===== config.mk =====
export PLATFORM = sky130hd
export DESIGN_NAME = q2e_sqrt_cell
export DESIGN_NICKNAME = d
export VERILOG_FILES = /design/src/sv/q2e_pkg.sv /design/src/sv/q2e_sqrt_cell.sv
export SDC_FILE = /design/constraint.sdc
export NUM_CORES = 1
export LEC_CHECK = 0
export BUFFER_PORTS_ARGS = -buffer_cell sky130_fd_sc_hd__buf_4
export CAP_MARGIN = 20
export CORE_MARGIN = 4
export CORE_UTILIZATION = 45
export CTS_BUF_LIST = sky130_fd_sc_hd__clkbuf_2
export DETAILED_ROUTE_END_ITERATION = 12
export PLACE_DENSITY = 0.74
export SETUP_SLACK_MARGIN = 0.5
export SYNTH_ARGS = -nofsm -noshare
export SYNTH_HDL_FRONTEND = slang
export SYNTH_SLANG_ARGS = --single-unit

===== constraint.sdc =====
create_clock -name clk -period 7.7 [get_ports clk]
set_clock_uncertainty 0.1 [all_clocks]
set_input_delay 1.155 -clock clk [delete_from_list [all_inputs] [get_ports clk]]
set_output_delay 1.155 -clock clk [all_outputs]
set_load 0.005 [all_outputs]

===== src/sv/q2e_pkg.sv =====
// ----------------------------------------------------------------------------
// q2e_pkg: shared constants and functions for the quaternion to Euler angles block
// Holds the fixed-point widths, the angle limits and the CORDIC stage angles,
// which are worked out at elaboration from integer arctangent series.
// ----------------------------------------------------------------------------
package q2e_pkg;

    // Defaults for the top-level parameters
    localparam int DEF_QUAT_WIDTH    = 16;
    localparam int DEF_CORDIC_STAGES = 16;

    // Internal widths
    localparam int PROD_W   = 32;   // one product in Q28
    localparam int TW       = 36;   // atan2 operands in Q28
    localparam int CLIP_W   = 30;   // clamped pitch sine in Q28, holds +-1.0
    localparam int SQR_W    = 60;   // square of the clamped sine
    localparam int SQ_IN_W  = 57;   // radicand 1 - t^2 in Q56
    localparam int SQ_BITS  = 29;   // bits of the square root (Q28, up to 1.0)
    localparam int XW       = 38;   // CORDIC vector width
    localparam int ZW       = 33;   // CORDIC angle width, Q29
    localparam int OUT_W    = 48;   // packed result width

    localparam int ROLL_LIM  = 25736;
    localparam int PITCH_LIM = 12868;

    localparam logic signed [TW-1:0] ONE_Q28 = TW'(64'd1 << 28);

    // atan(2^-sh) in Q60 from its alternating series, sh >= 1
    function automatic longint unsigned atan_pow2_q60(input int unsigned sh);
        longint unsigned p;
        longint unsigned sum;
        int unsigned     k;
        p   = 64'd1 << (60 - sh);
        sum = 64'd0;
        for (k = 0; k < 64; k++)
        begin
            if (p != 64'd0)
            begin
                if (k[0] == 1'b0)
                    sum = sum + p / 64'(2 * k + 1);
                else
                    sum = sum - p / 64'(2 * k + 1);
                p = p >> (2 * sh);
            end
        end
        return sum;
    endfunction

    // atan(1/5) in Q60
    function automatic longint unsigned atan_inv5_q60();
        longint unsigned p;
        longint unsigned sum;
        int unsigned     k;
        p   = (64'd1 << 60) / 64'd5;
        sum = 64'd0;
        for (k = 0; k < 64; k++)
        begin
            if (p != 64'd0)
            begin
                if (k[0] == 1'b0)
                    sum = sum + p / 64'(2 * k + 1);
                else
                    sum = sum - p / 64'(2 * k + 1);
                p = p / 64'd25;
            end
        end
        return sum;
    endfunction

    // atan(1/239) in Q60
    function automatic longint unsigned atan_inv239_q60();
        longint unsigned p;
        longint unsigned sum;
        int unsigned     k;
        p   = (64'd1 << 60) / 64'd239;
        sum = 64'd0;
        for (k = 0; k < 64; k++)
        begin
            if (p != 64'd0)
            begin
                if (k[0] == 1'b0)
                    sum = sum + p / 64'(2 * k + 1);
                else
                    sum = sum - p / 64'(2 * k + 1);
                p = p / 64'd57121;
            end
        end
        return sum;
    endfunction

    // Stage angle atan(2^-i) in Q29, rounded half up from Q60
    function automatic logic signed [ZW-1:0] cordic_angle(input int unsigned i);
        longint unsigned a;
        if (i == 0)
            a = 64'd4 * atan_inv5_q60() - atan_inv239_q60();
        else
            a = atan_pow2_q60(i);
        return ZW'((a + (64'd1 << 30)) >> 31);
    endfunction

    localparam logic signed [ZW-1:0] HALF_PI_Q29 = ZW'(cordic_angle(0) <<< 1);

    // Angle from Q29 to Q13, rounded half away from zero, then clamped
    function automatic logic signed [15:0] angle_q13(input logic signed [ZW-1:0] z,
                                                     input int lim);
        logic [ZW-1:0] mag;
        logic [ZW-1:0] r;
        logic [15:0]   c;
        mag = z[ZW-1] ? ZW'(-z) : ZW'(z);
        r   = (mag + ZW'(1 << 15)) >> 16;
        c   = (r > ZW'(lim)) ? 16'(lim) : 16'(r);
        return z[ZW-1] ? $signed(-c) : $signed(c);
    endfunction

endpackage


===== src/sv/q2e_sqrt_cell.sv =====
// ----------------------------------------------------------------------------
// q2e_sqrt_cell: one bit of the integer square root
// Settles root bit BIT by a trial subtract from the remainder and hands the
// remainder, the partial root and a passenger payload to the next cell.
// ----------------------------------------------------------------------------
module q2e_sqrt_cell
    import q2e_pkg::*;
#(
    parameter int BIT   = 0,
    parameter int PAY_W = 1
)
(
    input  logic               clk,
    input  logic               en,
    input  logic [SQ_IN_W-1:0] rem_in,
    input  logic [SQ_BITS-1:0] root_in,
    input  logic [PAY_W-1:0]   pay_in,
    output logic [SQ_IN_W-1:0] rem_out,
    output logic [SQ_BITS-1:0] root_out,
    output logic [PAY_W-1:0]   pay_out
);

    localparam int TRW = SQ_IN_W + 2;

    logic [TRW-1:0]     trial;
    logic [SQ_IN_W-1:0] rem_next;
    logic [SQ_BITS-1:0] root_next;

    // (root + 2^BIT)^2 - root^2 against the remainder
    always_comb
    begin
        trial = (TRW'(root_in) << (BIT + 1)) + (TRW'(1) << (2 * BIT));
        if (TRW'(rem_in) >= trial)
        begin
            rem_next  = SQ_IN_W'(TRW'(rem_in) - trial);
            root_next = root_in | (SQ_BITS'(1) << BIT);
        end
        else
        begin
            rem_next  = rem_in;
            root_next = root_in;
        end
    end

    always_ff @(posedge clk)
    begin
        if (en)
        begin
            rem_out  <= rem_next;
            root_out <= root_next;
            pay_out  <= pay_in;
        end
    end

endmodule


Word level (Yosys, flattened, before mapping). Index checks and enable logic that the tools add are counted. Widths: inputs -> output; s select.

Register bits: 87. Input bits: 89. Output and inout port bits: 87. Logic and storage cells: 8.

$add $sub $neg: 2. $lt $le $gt $ge: 1. Multiplexer cells: 1.

Operators with widths (count): $ge 57x31->1 (1); $mux 57 (1); $sub 57x31->57 (1); $add 30x1->31 const B (1).

Longest topological paths before layout. Gate-level depths: netlist of the first run.

Depth after elaboration: 3. Depth in mapped cells: 13. Gate-level depth less buffers: 10.

Worst setup path after synthesis of the first run. No wires, ideal clock.

Path kind: in2reg. Start: input root_in[27]. End: register rem_out[14], data pin. Setup time: 260 ps. Arrival: 3477 ps. Required time: 7340 ps. Slack: 3863 ps. Stages on the path: 12. Buffers on the path: 3. Cell sequence: inv_1 -> ha_1 -> clkbuf_1 -> a21o_1 -> a2111oi_4 -> nand4_1 -> a31oi_1 -> nand2_1 -> o21ai_2 -> buf_6 -> buf_6 -> mux2_2.

Word-level cells in the longest chain between the ends: 3.

Ends and longest elaborated chain: from (decl) (line q2e_sqrt_cell.sv:16) `input logic [SQ_BITS-1:0] root_in,`; $add 30x1->31 (line q2e_sqrt_cell.sv:32) `trial = (TRW'(root_in) << (BIT + 1)) + (TRW'(1) << (2 * BIT));`; $ge 57x31->1 (line q2e_sqrt_cell.sv:33) `if (TRW'(rem_in) >= trial)`; $mux 57 (line q2e_sqrt_cell.sv:33); via rem_next[14] (line q2e_sqrt_cell.sv:26) `logic [SQ_IN_W-1:0] rem_next;`; to (signal assigned) (line q2e_sqrt_cell.sv:49) `rem_out <= rem_next;`; to (decl) (line q2e_sqrt_cell.sv:18) `output logic [SQ_IN_W-1:0] rem_out,`.

The timed path passes the listed nets, and every way through them passes these cells. A chain may end at the register's enable or synchronous reset.

Worst setup path in the final report of the first run. Same ends and word-level chain as after synthesis.

==> results.md, run 1 <==
* Detailed Routing Iterations Pass 1 at 5
* DPL Wire Length at roughly 11000 um
* Power share of the clock group at 23.3%
* Synthesized area at ~0.0055 sq mm
* Run status: finished clean
* Proportion of register bits with asynchronous set or reset after synthesis at 0%
* Required time worst endpoint at 7.99 ns
* Fmax achieved at about 0.24 GHz
* Synth cell types at 55
* Cells after Synth at 539
* Number of buffers added for setup after CTS at 0
* Largest vdd supply drop at 0.114 mV
* TritonCTS sink count at 87
* Max Cap Viol at 0
* Vias in the first global route at 4710
* Average detailed-routed wire length per instance at 16.7 um
* Seq/Total Area, Yosys at 47.3%
* Number of enable-type register cells in the synthesized netlist at 87
* Post-synthesis average cell area at roughly 10 sq um
* Largest cells by area after synthesis: edfxtp_1 (47%), ha_1 (6.8%), xor2_1 (5.2%)
* Count of routing violations after the opening detailed-route iteration at 431
* Final clock period utilization by the worst path at 54.8%
* Tightest Hold Check Type: in2reg
* Bufs on Longest Clock Path at 2
* Internal Dissipation at 0.855 mW
* Overall power after layout at 1.21 mW
* Grt ovf at 0
* Most used DFF post-synth: edfxtp_1
* Pwr dens at 170 mW/mm^2
* Clock period minus worst slack at roughly 4.2 ns
* Share of total power consumed by net switching at 29.2%
* Area share of the leading cell type in the synthesized netlist at 47.3%
* Quantity of gates resized following cts at 0
* Final Cell Area at 0.00712 sq mm
* Final Max Tran Viols at 0
* Number of cells in the design after placement at ~840
* Placement-stage worst setup slack at 2.87 ns
* Final ANT Viol Nets at 0
* Total setup violations reported at the end of the flow at 0
* Largest net degree at the start of global routing at 88
* Worst setup slack after layout at 3.48 ns
* Standard-cell rows at 40
* Mapped Nets at 659
* Switching power total at 0.352 mW
* Least-Margin Pin Slew at 0.979 ns
* Leakage at roughly 3 nW
* Via total after detailed routing at approximately 4.8k
* Relative contribution of combinational cells to total power at between 20% and 30%
* Clock transition at path regs at 0.26 ns
* Initial Util at 45.9%
* Number of register bits inferred by synthesis at just under 90
* Cell area reported after detailed placement at 0.00695 sq mm
* Relative contribution of sequential cells to total power at between 40% and 50%
* Height of the chip at 119 um
* Buffers on Ports at 175
* Filler cell count in the final layout at about 1k
* Largest fanout of any net on the critical path at 29
* Top cell type by total area after synthesis: edfxtp_1
* WHS at just over 0.6 ns
* Share of post-route cells with drive strength above 1 at around 29%
* CTS buffer count at 9
* Number of vias per cell at 5.57
* Arrival time at the worst endpoint at approximately 4.5 ns
* Wire length after detailed routing at roughly 14000 um
* Final standard cell count with taps included and fillers excluded at 860
* Die X-Extent at 119 um
* Hold violation total from the final report at 0
* Wire length of the first global-routing pass at 22900 um
* Final Net Count at 827
* Critical setup path kind: in2reg
* Final GP Congestion at 1.00
* Overall die area at 0.0141 sq mm
* Clock tree root buffer cell: clkbuf_2
* Worst rel slew slack at between 30% and 40%
* H-tree levels at 3
* Unrepaired setup endpoints after global routing: no
* Final-layout setup total negative slack at 0 ns
* Initial antenna violation count at 1
* Most frequent standard cell in the layout excluding fill and tap cells: buf_4
* Area added between synthesis and finish at 29.0%
* Number of placed I/O pins at 176
* Commonest cells after routing, fill and taps aside: buf_4 (176), edfxtp_1 (87), nand2_1 (68), o21ai_0 (47)
* Count of hold-fix buffers inserted at cts at 0
* Total of warnings raised by yosys at 0
* Clock tree from TritonCTS: yes
* Endpoint class of the critical path: flip-flop
* Core box area at ~0.012 sq mm
* Utilization after layout at 59.3%
* Kind of start point of the critical path: input pin
* Residual DRC count at 0
* Total GRT Usage at 20.1%
## cell families (layout without fill, tap and decap cells)
family          Yosys count  after routing  synth area share [%]
buf+inv                  54            227                  4.31
fa+ha+maj                31             31                  7.16
other cells               0              1                     0
xor+xnor                 55             55                  8.73
flops                    87             87                  47.3
mux                       1              1                 0.204
compound gates          125            125                  14.3
simple gates            186            186                  17.9
## power by group through the flow
| stage | Clock [mW] | Sequential [mW] | Combinational (mW) |
|---|---|---|---|
| final | 0.282 | 0.600 | 0.325 |
| after global routing | 0.305 | 0.606 | 0.357 |
| after CTS | 0.288 | 0.602 | 0.323 |
| after detailed placement | 0 | 0.612 | 0.321 |
| after global placement | 0 | 0.612 | 0.316 |
| after floorplan | 0 | 0.617 | 0.147 |
## cells in the mapped netlist, types with 5 or more instances
cell	instances
a211oi_1	5
a21o_1	13
a21oi_1	29
a31oi_1	5
and3_1	5
buf_4	5
clkbuf_1	13
edfxtp_1	87
ha_1	30
inv_1	33
nand2_1	68
nand2b_1	6
nand3_1	10
nand4_1	8
nor2_1	24
nor3_1	12
nor4_1	11
nor4b_1	5
o21ai_0	47
o21bai_1	5
or3_1	9
xnor2_1	22
xor2_1	33
## state kept, by name, indices dropped and copies added (netlist names)
signal / flops
rem_out: 57
root_out: 29
pay_out: 1
## metal layers
layer	share of wire, %	global-route usage [%]	routed length (um)	vias to the layer above
li1	-	-	-	2322
met1	43	25.3	6150	2216
met2	47	32.5	6720	213
met3	6.5	4.45	931	38
met4	3.6	10.1	516	0
met5	0	0	0	-
## layout make-up
class                           count  area, sq um  area share (%)
Clock buffer                        9         45.0           0.633
Tap cell                          147          184            2.58
Inverter                           33          124            1.74
Antenna cell                        1         2.50          0.0352
Multi-Input combinational cell    398         2680            37.6
Sequential cell                    87         2610            36.7
Clock inverter                      7         96.3            1.35
Timing Repair Buffer              178         1380            19.3
## final timing paths
path	startpoint	end	slack, ns	cells past startpoint
setup / recovery	root_in[27]	rem_out[14]	3.48	11
hold / removal	pay_in	pay_out	0.60	1
## worst max-delay path: stages
cell and delay [ns]:
buf_4 0.10, inv_1 0.05, ha_1 0.38, a21o_1 0.27, a2111oi_4 0.57, nand4_1 0.16, a31oi_1 0.32, nand2_1 0.15
o21ai_4 0.59, buf_4 0.39, mux2_2 0.36
Note: power is estimated with default switching activity, not from simulation.
==> run 2, diff against run 1 <==
ABC_AREA = 1   (was not set)
clock period = 3.6 ns   (was 7.7 ns; I/O delays follow)
==> results.md, run 2 <==
* Number of vias per cell at 4.85
* Grt ovf at 0
* Number of placed I/O pins at roughly 180
* Clock tree from TritonCTS: yes
* Adder-cell area share of the yosys netlist at 5.46%
* Largest cells by area after synthesis: edfxtp_1 (36%), nand2_1 (24%), inv_1 (11%)
* Number of register bits inferred by synthesis at 87
* Height of the chip at between 100 and 150 um
* Multi-input logic area at roughly 0.0037 sq mm
* Final Cell Area at 0.00922 sq mm
* Leading cell types by count after synthesis: nand2_1 (463), inv_1 (221), nor2_1 (106)
* Most frequent standard cell in the layout excluding fill and tap cells: nand2_1
* Utilization after layout at about three fifths
* Top cell type by total area after synthesis: edfxtp_1
* Wire length of the first global-routing pass at 37400 um
* Die X-Extent at 135 um
* Count of routing violations after the opening detailed-route iteration at roughly 600
* Area share of the leading cell type in the synthesized netlist at a little over a third
* Xor and xnor fraction of the mapped netlist area at 2.78%
* Number of buffers added for setup after CTS at 0
* Clock transition at path regs at 0.26 ns
* Average detailed-routed wire length per instance at 15.8 um
* Fmax achieved at 0.341 GHz
* Synth cell types at 28
* Core box area at 0.0158 sq mm
* Vias in the first global route at ~7.2k
* Worst setup slack after layout at 0.666 ns
* Endpoint class of the critical path: flip-flop
* Total GRT Usage at 26.6%
* Overall die area at 0.0182 sq mm
* Multiplexer area fraction after synthesis at 0%
* Final Net Count at 1436
* Cells after Synth at 1102
* Number of enable-type register cells in the synthesized netlist at a little under 90
* Area used by sequential logic in the layout at 0.00261 sq mm
* TritonCTS sink count at 87
* Hold violation total from the final report at 0
* Top reg by flops: rem_out
* Proportion of register bits with asynchronous set or reset after synthesis at 0%
* Seq/Total Area, Yosys at 36.1%
* Final clock period utilization by the worst path at about four fifths
* CTS buffer count at 9
* Least-Margin Pin Slew at 0.590 ns
* Unrepaired setup endpoints after global routing: no
* Post-synthesis average cell area at 6.57 sq um
* Pwr dens at 297 mW/mm^2
* Area added between synthesis and finish at 27.3%
* Share of post-route cells with drive strength above 1 at 18.2%
* Bufs on Longest Clock Path at 2
* Final-layout setup total negative slack at 0 ns
* Most common cell in the synthesized netlist: nand2_1
* Max Cap Viol at 0
* Clock period minus worst slack at 2.93 ns
* Wire length after detailed routing at 24400 um
* Buffers on Ports at 175
* Arrival time at the worst endpoint at 3.31 ns
* Final ANT Viol Nets at 0
* Largest net degree at the start of global routing at 51
* Number of cells in the design after placement at between 1k and 1.5k
* Commonest cells after routing, fill and taps aside: nand2_1 (463), inv_1 (221), buf_4 (180), nor2_1 (106), edfxtp_1 (87)
* Registers with the most flip-flops: rem_out: 57 flops, root_out: 29 flops, pay_out: 1 flops
* Placement-stage worst setup slack at 0.634 ns
* Final GP Congestion at a little under 1
* Largest vdd supply drop at 0.163 mV
* Final standard cell count with taps included and fillers excluded at 1538
* Cell area reported after detailed placement at 0.00881 sq mm
* WHS at 0.0821 ns
* Simple-gate area share of the yosys netlist at 38.7%
* Kind of start point of the critical path: input pin
* H-tree levels at 3
* Post-synthesis compound-gate area fraction at 4.09%
* Quantity of gates resized following cts at 0
* Worst rel slew slack at 60.3%
* DPL Wire Length at 19800 um
* Most used DFF post-synth: edfxtp_1
* Number of flip-flops in the largest register at 57
* Clock tree root buffer cell: clkbuf_2
* Synthesized area at 0.00724 sq mm
* Filler cell count in the final layout at 1622
* Via total after detailed routing at 7454
* Main combinational cell family by area after synthesis: simple AND/OR/NAND/NOR gates
* Largest fanout of any net on the critical path at 34
* Initial Util at a little under half
* Overall power after layout at 2.73 mW
* Detailed Routing Iterations Pass 1 at 7
* Final Max Tran Viols at 0
* Mapped Nets at between 1k and 1.5k
* Residual DRC count at 0
* Total setup violations reported at the end of the flow at 0
* Total of warnings raised by yosys at 0
* Run status: finished clean
* Leakage at 4.87 nW
* Initial antenna violation count at 1
* Required time worst endpoint at 3.98 ns
* Tightest Hold Check Type: in2reg
* Standard-cell rows at 46
* Critical setup path kind: in2reg
[run 2: layer usage]
metal	routed length [um]	global-route usage (%)	vias up
met5	0	0	-
met2	11200	43.9	272
met1	10700	35.8	3349
met3	1760	4.17	38
li1	-	-	3795
met4	675	8.77	0
[run 2: layout make-up]
cell class	instances	area share, %
antenna	1	0.0271
clock buffer	11	0.597
clock inverter	5	0.638
inverter	225	9.16
multi-input combinational	782	40.1
sequential	87	28.3
tap	216	2.93
timing repair buffer	211	18.2
[run 2: timing repair]
action | CTS | global route
setup endpoints to repair | 0 | 0
hold buffers | 26 | 3
hold endpoints to repair | 26 | 3
[run 2: worst max-delay path, cell delays in order]
cell and delay, ns:
dlygate4sd3_1 0.53, buf_4 0.11, inv_1 0.03, ha_1 0.36, nand2_1 0.12, nor2_1 0.32
nand2_1 0.10, inv_1 0.10, nand3_2 0.10, nand2_2 0.14, nand2_2 0.09, nand2_4 0.37
buf_4 0.24, nand2_1 0.06, nand2_1 0.08
[run 2: kinds of logic after synthesis]
kind of cell,after synthesis
AOI/OAI and AO/OA,43
xor gates and xnor gates,23
adders and majority gates,31
and+or+nand+nor,685
DFF,87
buffers and inverters,233
[run 2: path summary, 6_finish.rpt]
check,slack (ns),depth (start not counted),to,startpoint
max,0.67,15,rem_out[13],root_in[9]
min,0.08,3,rem_out[26],rem_in[26]
[run 2: report_power, final]
group	total, mW	switching, mW	internal, mW
sequential	1.28	0.0319	1.25
clock	0.533	0.368	0.165
combinational	0.920	0.525	0.395
