`config.mk`:
```
export PLATFORM = sky130hd
export DESIGN_NAME = q2e_cordic_cell
export DESIGN_NICKNAME = d
export VERILOG_FILES = /design/src/sv/q2e_pkg.sv /design/src/sv/q2e_cordic_cell.sv
export SDC_FILE = /design/constraint.sdc
export NUM_CORES = 1
export LEC_CHECK = 0
export ABC_AREA = 1
export BUFFER_PORTS_ARGS = -buffer_cell sky130_fd_sc_hd__buf_2
export CAP_MARGIN = 10
export CELL_PAD_IN_SITES_DETAIL_PLACEMENT = 2
export CELL_PAD_IN_SITES_GLOBAL_PLACEMENT = 2
export CORE_MARGIN = 2
export CORE_UTILIZATION = 34
export DETAILED_ROUTE_END_ITERATION = 8
export GPL_ROUTABILITY_DRIVEN = 0
export HOLD_SLACK_MARGIN = 0.12
export PLACE_DENSITY = 0.95
export SLEW_MARGIN = 25
export SYNTH_ARGS = -nofsm -noshare
export SYNTH_HDL_FRONTEND = slang
export SYNTH_SLANG_ARGS = --single-unit
```
`constraint.sdc`:
```
create_clock -name clk -period 3.8 [get_ports clk]
set_input_delay 0 -clock clk [delete_from_list [all_inputs] [get_ports clk]]
set_output_delay 0 -clock clk [all_outputs]
set_load 0.05 [all_outputs]
```
`src/sv/q2e_pkg.sv`:
```
// ----------------------------------------------------------------------------
// q2e_pkg: shared constants and functions for the quaternion to Euler angles block
// Holds the fixed-point widths, the angle limits and the CORDIC stage angles,
// which are worked out at elaboration from integer arctangent series.
// ----------------------------------------------------------------------------
package q2e_pkg;

    // Defaults for the top-level parameters
    localparam int DEF_QUAT_WIDTH    = 16;
    localparam int DEF_CORDIC_STAGES = 16;

    // Internal widths
    localparam int PROD_W   = 32;   // one product in Q28
    localparam int TW       = 36;   // atan2 operands in Q28
    localparam int CLIP_W   = 30;   // clamped pitch sine in Q28, holds +-1.0
    localparam int SQR_W    = 60;   // square of the clamped sine
    localparam int SQ_IN_W  = 57;   // radicand 1 - t^2 in Q56
    localparam int SQ_BITS  = 29;   // bits of the square root (Q28, up to 1.0)
    localparam int XW       = 38;   // CORDIC vector width
    localparam int ZW       = 33;   // CORDIC angle width, Q29
    localparam int OUT_W    = 48;   // packed result width

    localparam int ROLL_LIM  = 25736;
    localparam int PITCH_LIM = 12868;

    localparam logic signed [TW-1:0] ONE_Q28 = TW'(64'd1 << 28);

    // atan(2^-sh) in Q60 from its alternating series, sh >= 1
    function automatic longint unsigned atan_pow2_q60(input int unsigned sh);
        longint unsigned p;
        longint unsigned sum;
        int unsigned     k;
        p   = 64'd1 << (60 - sh);
        sum = 64'd0;
        for (k = 0; k < 64; k++)
        begin
            if (p != 64'd0)
            begin
                if (k[0] == 1'b0)
                    sum = sum + p / 64'(2 * k + 1);
                else
                    sum = sum - p / 64'(2 * k + 1);
                p = p >> (2 * sh);
            end
        end
        return sum;
    endfunction

    // atan(1/5) in Q60
    function automatic longint unsigned atan_inv5_q60();
        longint unsigned p;
        longint unsigned sum;
        int unsigned     k;
        p   = (64'd1 << 60) / 64'd5;
        sum = 64'd0;
        for (k = 0; k < 64; k++)
        begin
            if (p != 64'd0)
            begin
                if (k[0] == 1'b0)
                    sum = sum + p / 64'(2 * k + 1);
                else
                    sum = sum - p / 64'(2 * k + 1);
                p = p / 64'd25;
            end
        end
        return sum;
    endfunction

    // atan(1/239) in Q60
    function automatic longint unsigned atan_inv239_q60();
        longint unsigned p;
        longint unsigned sum;
        int unsigned     k;
        p   = (64'd1 << 60) / 64'd239;
        sum = 64'd0;
        for (k = 0; k < 64; k++)
        begin
            if (p != 64'd0)
            begin
                if (k[0] == 1'b0)
                    sum = sum + p / 64'(2 * k + 1);
                else
                    sum = sum - p / 64'(2 * k + 1);
                p = p / 64'd57121;
            end
        end
        return sum;
    endfunction

    // Stage angle atan(2^-i) in Q29, rounded half up from Q60
    function automatic logic signed [ZW-1:0] cordic_angle(input int unsigned i);
        longint unsigned a;
        if (i == 0)
            a = 64'd4 * atan_inv5_q60() - atan_inv239_q60();
        else
            a = atan_pow2_q60(i);
        return ZW'((a + (64'd1 << 30)) >> 31);
    endfunction

    localparam logic signed [ZW-1:0] HALF_PI_Q29 = ZW'(cordic_angle(0) <<< 1);

    // Angle from Q29 to Q13, rounded half away from zero, then clamped
    function automatic logic signed [15:0] angle_q13(input logic signed [ZW-1:0] z,
                                                     input int lim);
        logic [ZW-1:0] mag;
        logic [ZW-1:0] r;
        logic [15:0]   c;
        mag = z[ZW-1] ? ZW'(-z) : ZW'(z);
        r   = (mag + ZW'(1 << 15)) >> 16;
        c   = (r > ZW'(lim)) ? 16'(lim) : 16'(r);
        return z[ZW-1] ? $signed(-c) : $signed(c);
    endfunction

endpackage

```
`src/sv/q2e_cordic_cell.sv`:
```
// ----------------------------------------------------------------------------
// q2e_cordic_cell: one CORDIC vectoring micro-rotation
// Turns the vector toward the x axis by atan(2^-STAGE) and keeps the
// accumulated angle, then registers the result for the next cell.
// ----------------------------------------------------------------------------
module q2e_cordic_cell
    import q2e_pkg::*;
#(
    parameter int STAGE = 0
)
(
    input  logic                 clk,
    input  logic                 en,
    input  logic signed [XW-1:0] x_in,
    input  logic signed [XW-1:0] y_in,
    input  logic signed [ZW-1:0] z_in,
    input  logic                 zero_in,
    output logic signed [XW-1:0] x_out,
    output logic signed [XW-1:0] y_out,
    output logic signed [ZW-1:0] z_out,
    output logic                 zero_out
);

    localparam logic signed [ZW-1:0] ANGLE = cordic_angle(STAGE);

    logic signed [XW-1:0] dx, dy;
    logic signed [XW-1:0] x_next, y_next;
    logic signed [ZW-1:0] z_next;

    // Rotate clockwise when y is not negative, else counterclockwise
    always_comb
    begin
        dx = x_in >>> STAGE;
        dy = y_in >>> STAGE;
        if (!y_in[XW-1])
        begin
            x_next = x_in + dy;
            y_next = y_in - dx;
            z_next = z_in + ANGLE;
        end
        else
        begin
            x_next = x_in - dy;
            y_next = y_in + dx;
            z_next = z_in - ANGLE;
        end
    end

    always_ff @(posedge clk)
    begin
        if (en)
        begin
            x_out    <= x_next;
            y_out    <= y_next;
            z_out    <= z_next;
            zero_out <= zero_in;
        end
    end

endmodule

```
After elaboration in Yosys (flattened, before gate mapping)
Cells that the tools add are included.
Widths: inputs -> output; s select.
{ "op_classes": {"shift": 0, "n_div": 0, "n_eq_ne": 0, "bitwise": 0, "add_sub_neg": 5, "order_cmp": 0, "mux": 3, "multipliers": 0, "n_reduce_logical": 0} }
{ "ops": {"columns": ["op", "count"], "rows": [
  ["$mux 38", 2],
  ["$sub 38x38->38", 2],
  ["$add 38x38->38", 1],
  ["$add 33x30->33 const B", 1],
  ["$mux 33", 1],
  ["$sub 33x30->33 const B", 1]
]} }
{ "word_totals": {"memories": 0, "wordCells": 12, "latchBits": 0, "romBits": 0, "input_bits": 112, "mem_bits_rw": 0, "reg_bits": 110, "output_inout_bits": 110} }

Depth between registers and ports, before layout
Gate-level depths: netlist of the first run.
{ "depth": {"depth_word": 2, "ltp_mapped": 18, "depth_no_buf": 17} }

Worst setup path before layout of the first run
No wires, ideal clock.
{ "synth_path": {"path_type": "input-to-reg", "start": "input port y_in[37]", "end": "register z_out[29], data pin", "setup_slack_ns": 1.618, "setup_time_ns": 0.252, "path_buffers": 2, "path_stages": 14, "required_time_ns": 3.548, "arrival_time_ns": 1.930, "path_cell_list": "buf_2 > clkinv_1 > buf_2 > ha_1 > a21oi_1 > nand2_1 > a21boi_1 > o21ai_0 > nand2_1 > nand2_1 > nand2_1 > nand2_1 > nand2_1 > nand2_1"} }
{ "synth_via": {"elab_chain_cells": 1} }
{ "synth_lines": {"columns": ["item", "line", "source"], "rows": [
  ["start: declaration", "q2e_cordic_cell.sv:15", "input logic signed [XW-1:0] y_in,"],
  ["$mux 33", "q2e_cordic_cell.sv:35", "if (!y_in[XW-1])"],
  ["named net z_next[29]", "q2e_cordic_cell.sv:28", "logic signed [ZW-1:0] z_next;"],
  ["end signal: assignment", "q2e_cordic_cell.sv:55", "z_out <= z_next;"],
  ["end: declaration", "q2e_cordic_cell.sv:20", "output logic signed [ZW-1:0] z_out,"]
]} }
The timed path passes the listed nets, and every way through them passes these cells.
A chain may end at the register's enable or synchronous reset.

Final worst setup path of the first run
{ "layout_path": {"start": "input port y_in[0]", "end": "register x_out[28], data pin"} }
{ "layout_via": {"elab_chain_cells": 2, "word_cells_on_any_way": 3, "classes_between": "add/sub (2); mux (1)"} }
{ "layout_lines": {"columns": ["item", "line", "source"], "rows": [
  ["$add 38x38->38 / $sub 38x38->38 (equally long branches)", "q2e_cordic_cell.sv:37, q2e_cordic_cell.sv:43", null],
  ["$mux 38 *", "q2e_cordic_cell.sv:35", null],
  ["named net x_next[28]", "q2e_cordic_cell.sv:27", "logic signed [XW-1:0] x_next, y_next;"],
  ["end signal: assignment", "q2e_cordic_cell.sv:53", "x_out <= x_next;"],
  ["end: declaration", "q2e_cordic_cell.sv:18", "output logic signed [XW-1:0] x_out,"]
]} }
The timed path passes the listed nets; every way through them passes the cells marked *.

==> reports/metrics.cfg, run 1 <==
[floorplan]
io_pins=222
fp.dieH_um=205
core_area_mm2=0.0397
std_cell_rows=73
initial_utilization_pct=34.4
dieArea_mm2=0.0419
die_w_um=205

[global_route]
antenna_found_initial=1
grt_pass1_wl_mm=103
grt_max_degree=79
grt_pass1_vias=17900
overflow=0
grtUsageTotal_pct=32.2

[sta]
final_max_slew_viol_count=0
clock.fmax_ghz=0.336
max_slew_margin_pct=34.4
fin_crit_sh_pct=78.3
setup_tns_ns=0
hold_slack_ns=0.149
tightest_slew_ns=0.984
setup_viol_count_final=0
rsz0062_at_grt=false
hold_viol=0
period_minus_slack_ns=2.97

[worst_setup_path]
crit_path_cell_trace=dlygate4sd3_1 -> buf_2 -> ha_1 -> fa_1 -> inv_1 -> nand2_1 -> nand3_1 -> inv_1 -> o211ai_1 -> nand2_1 -> nand2_1 -> nand2_1 -> nand3_1 -> nand2_1
crit_path_start_kind=primary input
crit_path_max_fanout=5
criticalPathCategory=in2reg
timing.critical_path.buf_inv=4
slowest_stage=dlygate4sd3_1
cp_slowest_stage_delay_ns=0.55
end_kind=flop
worstPathRequired_ns=3.98
arrival_ns=3.15
crit_family=buffers and inverters
cpMostUsedCell=nand2_1

[yosys]
ys_ff_latch=109
synth_area_mm2=0.0137
synth_warnings=0
synthesis.nets=2371
synthTopCellsByArea=edfxtp_1, nand2_1, ha_1, inv_1, a21oi_1
synth_area_leader_cell=edfxtp_1
synth.distinct_cells=46
synth_cells=2115
syn-mean-instance-area_um2=6.47
seq_area_frac_synth_pct=23.9
synth.top_cell.area_share_pct=23.9

[drt]
wirelength_mm=67.4
postRouteAntennaNets=0
vias=15900
drc=0
wl_per_cell_um=23.7
drt_iter0_drc=905
first_pass_iters=5
vias_per_cell=5.58

[clock_network]
path_clk_slew_ns=0.10
clk_path_buf_depth=2
tritoncts=built
cts_buffers=9
htree_levels=3
clock_sinks=109
root_buffer=clkbuf_16
cts.repair.resized=0

[final_layout]
syn2layout_area_growth_pct=13.5
fin_util_pct=39.1
n_antenna_cell=0
layout-drive-gt1-share_pct=13.7
nNetsFinal=2570
final_area_mm2=0.0155
final_cells=2844

[placed_design]
place_inst=2814
dp_hpwl_mm=55.6
dpl_cell_area_mm2=0.0151
port_buffers=221

[power_and_ir_drop]
power.leakage_nw=8.01
p_per_area_mw_per_mm2=361
ir_drop_mv=0.245

[worst_hold_path]
holdPathStages=3
hold_path_class=in2reg
holdPathEnd=z_out[21]
holdCritStartpoint=z_in[21]

[job]
cap_violations=0

[status]
outcome=finished clean

-- worst max-delay path by stage --
stage	depth (start not counted)	end	startpoint
after detailed placement	14	x_out[33]	x_in[30]
after global routing	14	x_out[28]	y_in[0]
after floorplan	14	z_out[29]	y_in[37]
after CTS	14	x_out[28]	y_in[0]
final	14	x_out[28]	y_in[0]
after global placement	14	y_out[28]	y_in[0]
-- worst min-delay path: stages --
cell	delay, ns
buf_2	0.08
ha_1	0.21
xor2_1	0.10
-- report_power, final --
part	switching (mW)	internal (mW)	total [mW]
clock network	0.566	0.519	1.09
registers	0.0685	1.56	1.63
logic	2.19	0.706	2.90
total	2.83	2.78	5.61
-- sequential cells by signal, summed over array words and instances (netlist names) --
signal and flops:
x_out 38, y_out 37, z_out 33, zero_out 1
-- cells in the final DEF, fill, tap and decap left out, types with 5 or more instances in the layout --
cell type and count:
dlygate4sd3_1 14, buf_4 6, a31oi_1 5, o21ai_0 98, o22ai_1 10, a21o_1 12
a21oi_1 172, clkbuf_16 9, nor3_1 23, buf_2 219, nand2_1 654, edfxtp_1 109
inv_1 308, nor2_2 25, ha_1 140, xnor2_1 7, inv_2 9, o21ai_1 11
o21bai_1 23, nand3_1 169, o21ai_2 7, xor2_1 43, nand4_1 13, nor2_1 162
o21a_1 5, nand2_2 16, nor2_4 5
-- through the flow --
| stage | setup slack [ns] | power, mW |
|---|---|---|
| 3_5_place_dp | 1.03 | 4.47 |
| 2_1_floorplan | 1.62 | 3.55 |
| 3_3_place_gp | 1.12 | 4.28 |
| 6_report | 0.825 | 5.61 |
| 5_1_grt | 0.719 | 5.87 |
| 4_1_cts | 0.897 | 5.59 |
-- Yosys cell counts, drive strengths merged --
master  count
and2        2
buf        47
nor4        1
clkbuf      4
o21bai     23
xor2       43
inv       317
a21boi      4
a21oi     175
xnor2       7
o21ai     116
nand3     172
nand2     673
o211ai      4
nand3b      3
nor3b       1
mux2i       1
or2         5
nand4      13
o22ai      10
a21o       12
ha        140
o31ai       1
clkinv      1
edfxtp    109
o21a        5
a31oi       5
nor3       24
nor2      192
and3        1
fa          4
-- layout make-up --
class / count / area, um^2
fill: 4989 / 24200
timing repair buffer: 239 / 1280
multi-input combinational: 1637 / 8830
tap: 525 / 657
clock inverter: 6 / 70.1
sequential: 109 / 3270
clock buffer: 10 / 229
inverter: 318 / 1190
-- metal layers --
metal,part of all wire [%],track usage (%),vias up
met2,50,57.9,572
met5,0.016,0,-
li1,-,-,7225
met4,5.2,17.2,2
met3,4.7,4.60,197
met1,40,36.5,7864
-- cell families (layout without fill, tap and decap cells) --
kind of cell | count (synthesis) | in the layout | share of synthesized area [%]
fa+ha+maj | 144 | 144 | 13.4
xor+xnor | 50 | 50 | 3.20
flops | 109 | 109 | 23.9
mux | 1 | 1 | 0.0731
buf+inv | 369 | 573 | 11.5
compound gates | 355 | 355 | 14.3
simple gates | 1087 | 1087 | 33.6
-- timing repair --
| item | CTS | global route |
|---|---|---|
| hold buffers | 14 | 0 |
| hold endpoints to repair | 13 | 0 |
| buffers inserted | 0 | 0 |
Note: power is estimated with default switching activity, not from simulation.
==> run 2, diff against run 1 <==
- CORE_UTILIZATION: 34 -> 29
- PLACE_DENSITY: 0.95 -> 0.91
- clock period: 3.8 -> 2.7 ns (I/O delays scaled with it)
==> reports/metrics.cfg, run 2 (synthesis gave the netlist of run 1 again) <==
[worst_setup_path]
criticalPathCategory=in2reg  ; unchanged
arrival_ns=2.82  ; was 3.15 ns
crit_path_start_kind=primary input  ; unchanged
worstPathRequired_ns=2.85  ; was 3.98 ns
startpoint=x_in[0]  ; was y_in[0]
crit_path_max_fanout=5  ; unchanged
end_kind=flop  ; unchanged

[sta]
max_slew_margin_pct=33.8  ; was 34.4%
clock.fmax_ghz=0.375
final_max_slew_viol_count=0  ; unchanged
tightest_slew_ns=0.992  ; was 0.984 ns
hold_viol=0  ; unchanged
setup_viol_count_final=0  ; unchanged
fin_crit_sh_pct=98.8
rsz0062_at_grt=false  ; unchanged
period_minus_slack_ns=2.67
setup_slack_ns=0.0316  ; was 0.825 ns

[placed_design]
dp_hpwl_mm=56.1  ; was 55.6 mm
port_buffers=221  ; unchanged
pre_cts_ws_ns=-0.334  ; was 1.03 ns

[drt]
route.met2.wl_mm=33.4  ; was 33.6 mm
wl_per_cell_um=22.3  ; was 23.7 um
vias_per_cell=5.28  ; was 5.58
wirelength_mm=65.9  ; was 67.4 mm
drc=0  ; unchanged
drt-met1-wl_mm=26.5  ; was 27.1 mm
postRouteAntennaNets=0  ; unchanged
drt_iter0_drc=788  ; was 905
vias=15600  ; was 15900
first_pass_iters=7  ; was 5
maxUsedRoutingLayer=met4  ; was met5
dr_wl_met3_mm=2.94  ; was 3.14 mm

[floorplan]
initial_utilization_pct=29.4  ; was 34.4%
dieArea_mm2=0.0489  ; was 0.0419 mm^2
std_cell_rows=79  ; was 73
core_area_mm2=0.0466  ; was 0.0397 mm^2
die_w_um=221  ; was 205 um
fp.dieH_um=221  ; was 205 um
io_pins=222  ; unchanged

[clock_network]
cts_buffers=9  ; unchanged
cts.repair.resized=0  ; unchanged
clock_sinks=109  ; unchanged
path_clk_slew_ns=0.08  ; was 0.10 ns
tritoncts=built  ; unchanged
root_buffer=clkbuf_16  ; unchanged
clk_path_buf_depth=2  ; unchanged
htree_levels=3  ; unchanged

[final_layout]
fin_util_pct=34.1  ; was 39.1%
n_antenna_cell=0  ; unchanged
final_common_cell=nand2_1  ; unchanged
nNetsFinal=2603  ; was 2570
top_register=x_out  ; unchanged
final_cell_mix=nand2_1, inv_1, buf_2  ; unchanged
largest_register_ffs=38  ; unchanged
reg_top3=x_out (38), y_out (37), z_out (33)  ; unchanged
layout-drive-gt1-share_pct=14.9  ; was 13.7%
syn2layout_area_growth_pct=16.0  ; was 13.5%

[global_route]
grtUsageTotal_pct=26.4  ; was 32.2%
grt_max_degree=79  ; unchanged
grt_pass1_wl_mm=101  ; was 103 mm
antenna_found_initial=0  ; was 1
grt_pass1_vias=17700  ; was 17900
overflow=0  ; unchanged

[status]
outcome=finished clean  ; unchanged

[job]
cap_violations=0  ; unchanged

[worst_hold_path]
hold_path_class=in2reg  ; unchanged
holdCritStartpoint=z_in[3]  ; was z_in[21]

[power_and_ir_drop]
power.leakage_nw=8.15  ; was 8.01 nW
ir_drop_mv=0.245  ; about the same
p_per_area_mw_per_mm2=490  ; was 361 mW/mm^2

## run 2: timing repair
| item | 4_1_cts | 5_1_grt |
|---|---|---|
| setup buffers | 0 | 2 |
| hold endpoints to repair | 30 | 0 |
| hold buffers | 13 | 0 |
| endpoints found under the setup margin | 0 | 2 |
## run 2: per-layer routing
| metal | global-route usage [%] | up-vias |
|---|---|---|
| met4 | 12.3 | 0 |
| met5 | 0 | - |
| li1 | - | 7282 |
| met1 | 29.8 | 7756 |
| met2 | 48.4 | 450 |
| met3 | 4.32 | 149 |
## run 2: power breakdown
group          internal (mW)  total, mW  switching, mW  leakage, nW
registers               2.19       2.28         0.0892         1.06
clock network          0.636       1.37          0.735        0.121
logic                   1.05       4.13           3.08         6.96
## run 2: per-stage QoR
| step | area [um^2] | cells | power [mW] | TNS [ns] | hold slack, ns |
|---|---|---|---|---|---|
| floorplan | 13700 | 2115 | 5.00 | 0 | 0.0989 |
| global placement | 15500 | 2928 | 6.12 | -0.391 | 0.182 |
| detailed placement | 15500 | 2928 | 6.36 | -1.36 | 0.184 |
| CTS | 15900 | 2957 | 7.77 | 0 | 0.135 |
| global route | 15900 | 2959 | 8.17 | 0 | 0.147 |
| finish | 15900 | 2959 | 7.78 | 0 | 0.150 |
## run 2: final timing paths
path | to | slack, ns | depth (start not counted)
setup / recovery | x_out[28] | 0.03 | 14
hold / removal | z_out[3] | 0.15 | 4
## run 2: worst max-delay path, cell delays in order
cell      delay, ns
buf_2          0.11
inv_1          0.05
ha_1           0.34
fa_1           0.47
inv_1          0.21
nand2_1        0.11
nand3_1        0.22
inv_1          0.26
o211ai_1       0.53
nand2_1        0.20
nand2_1        0.11
nand2_1        0.06
nand3_1        0.08
nand2_1        0.09
## run 2: layout make-up
cell class	instances	area [um^2]
timing repair buffer	272	1540
tap	607	759
clock buffer	12	236
inverter	318	1190
fill	5760	30700
clock inverter	4	33.8
multi-input combinational	1637	8830
sequential	109	3270
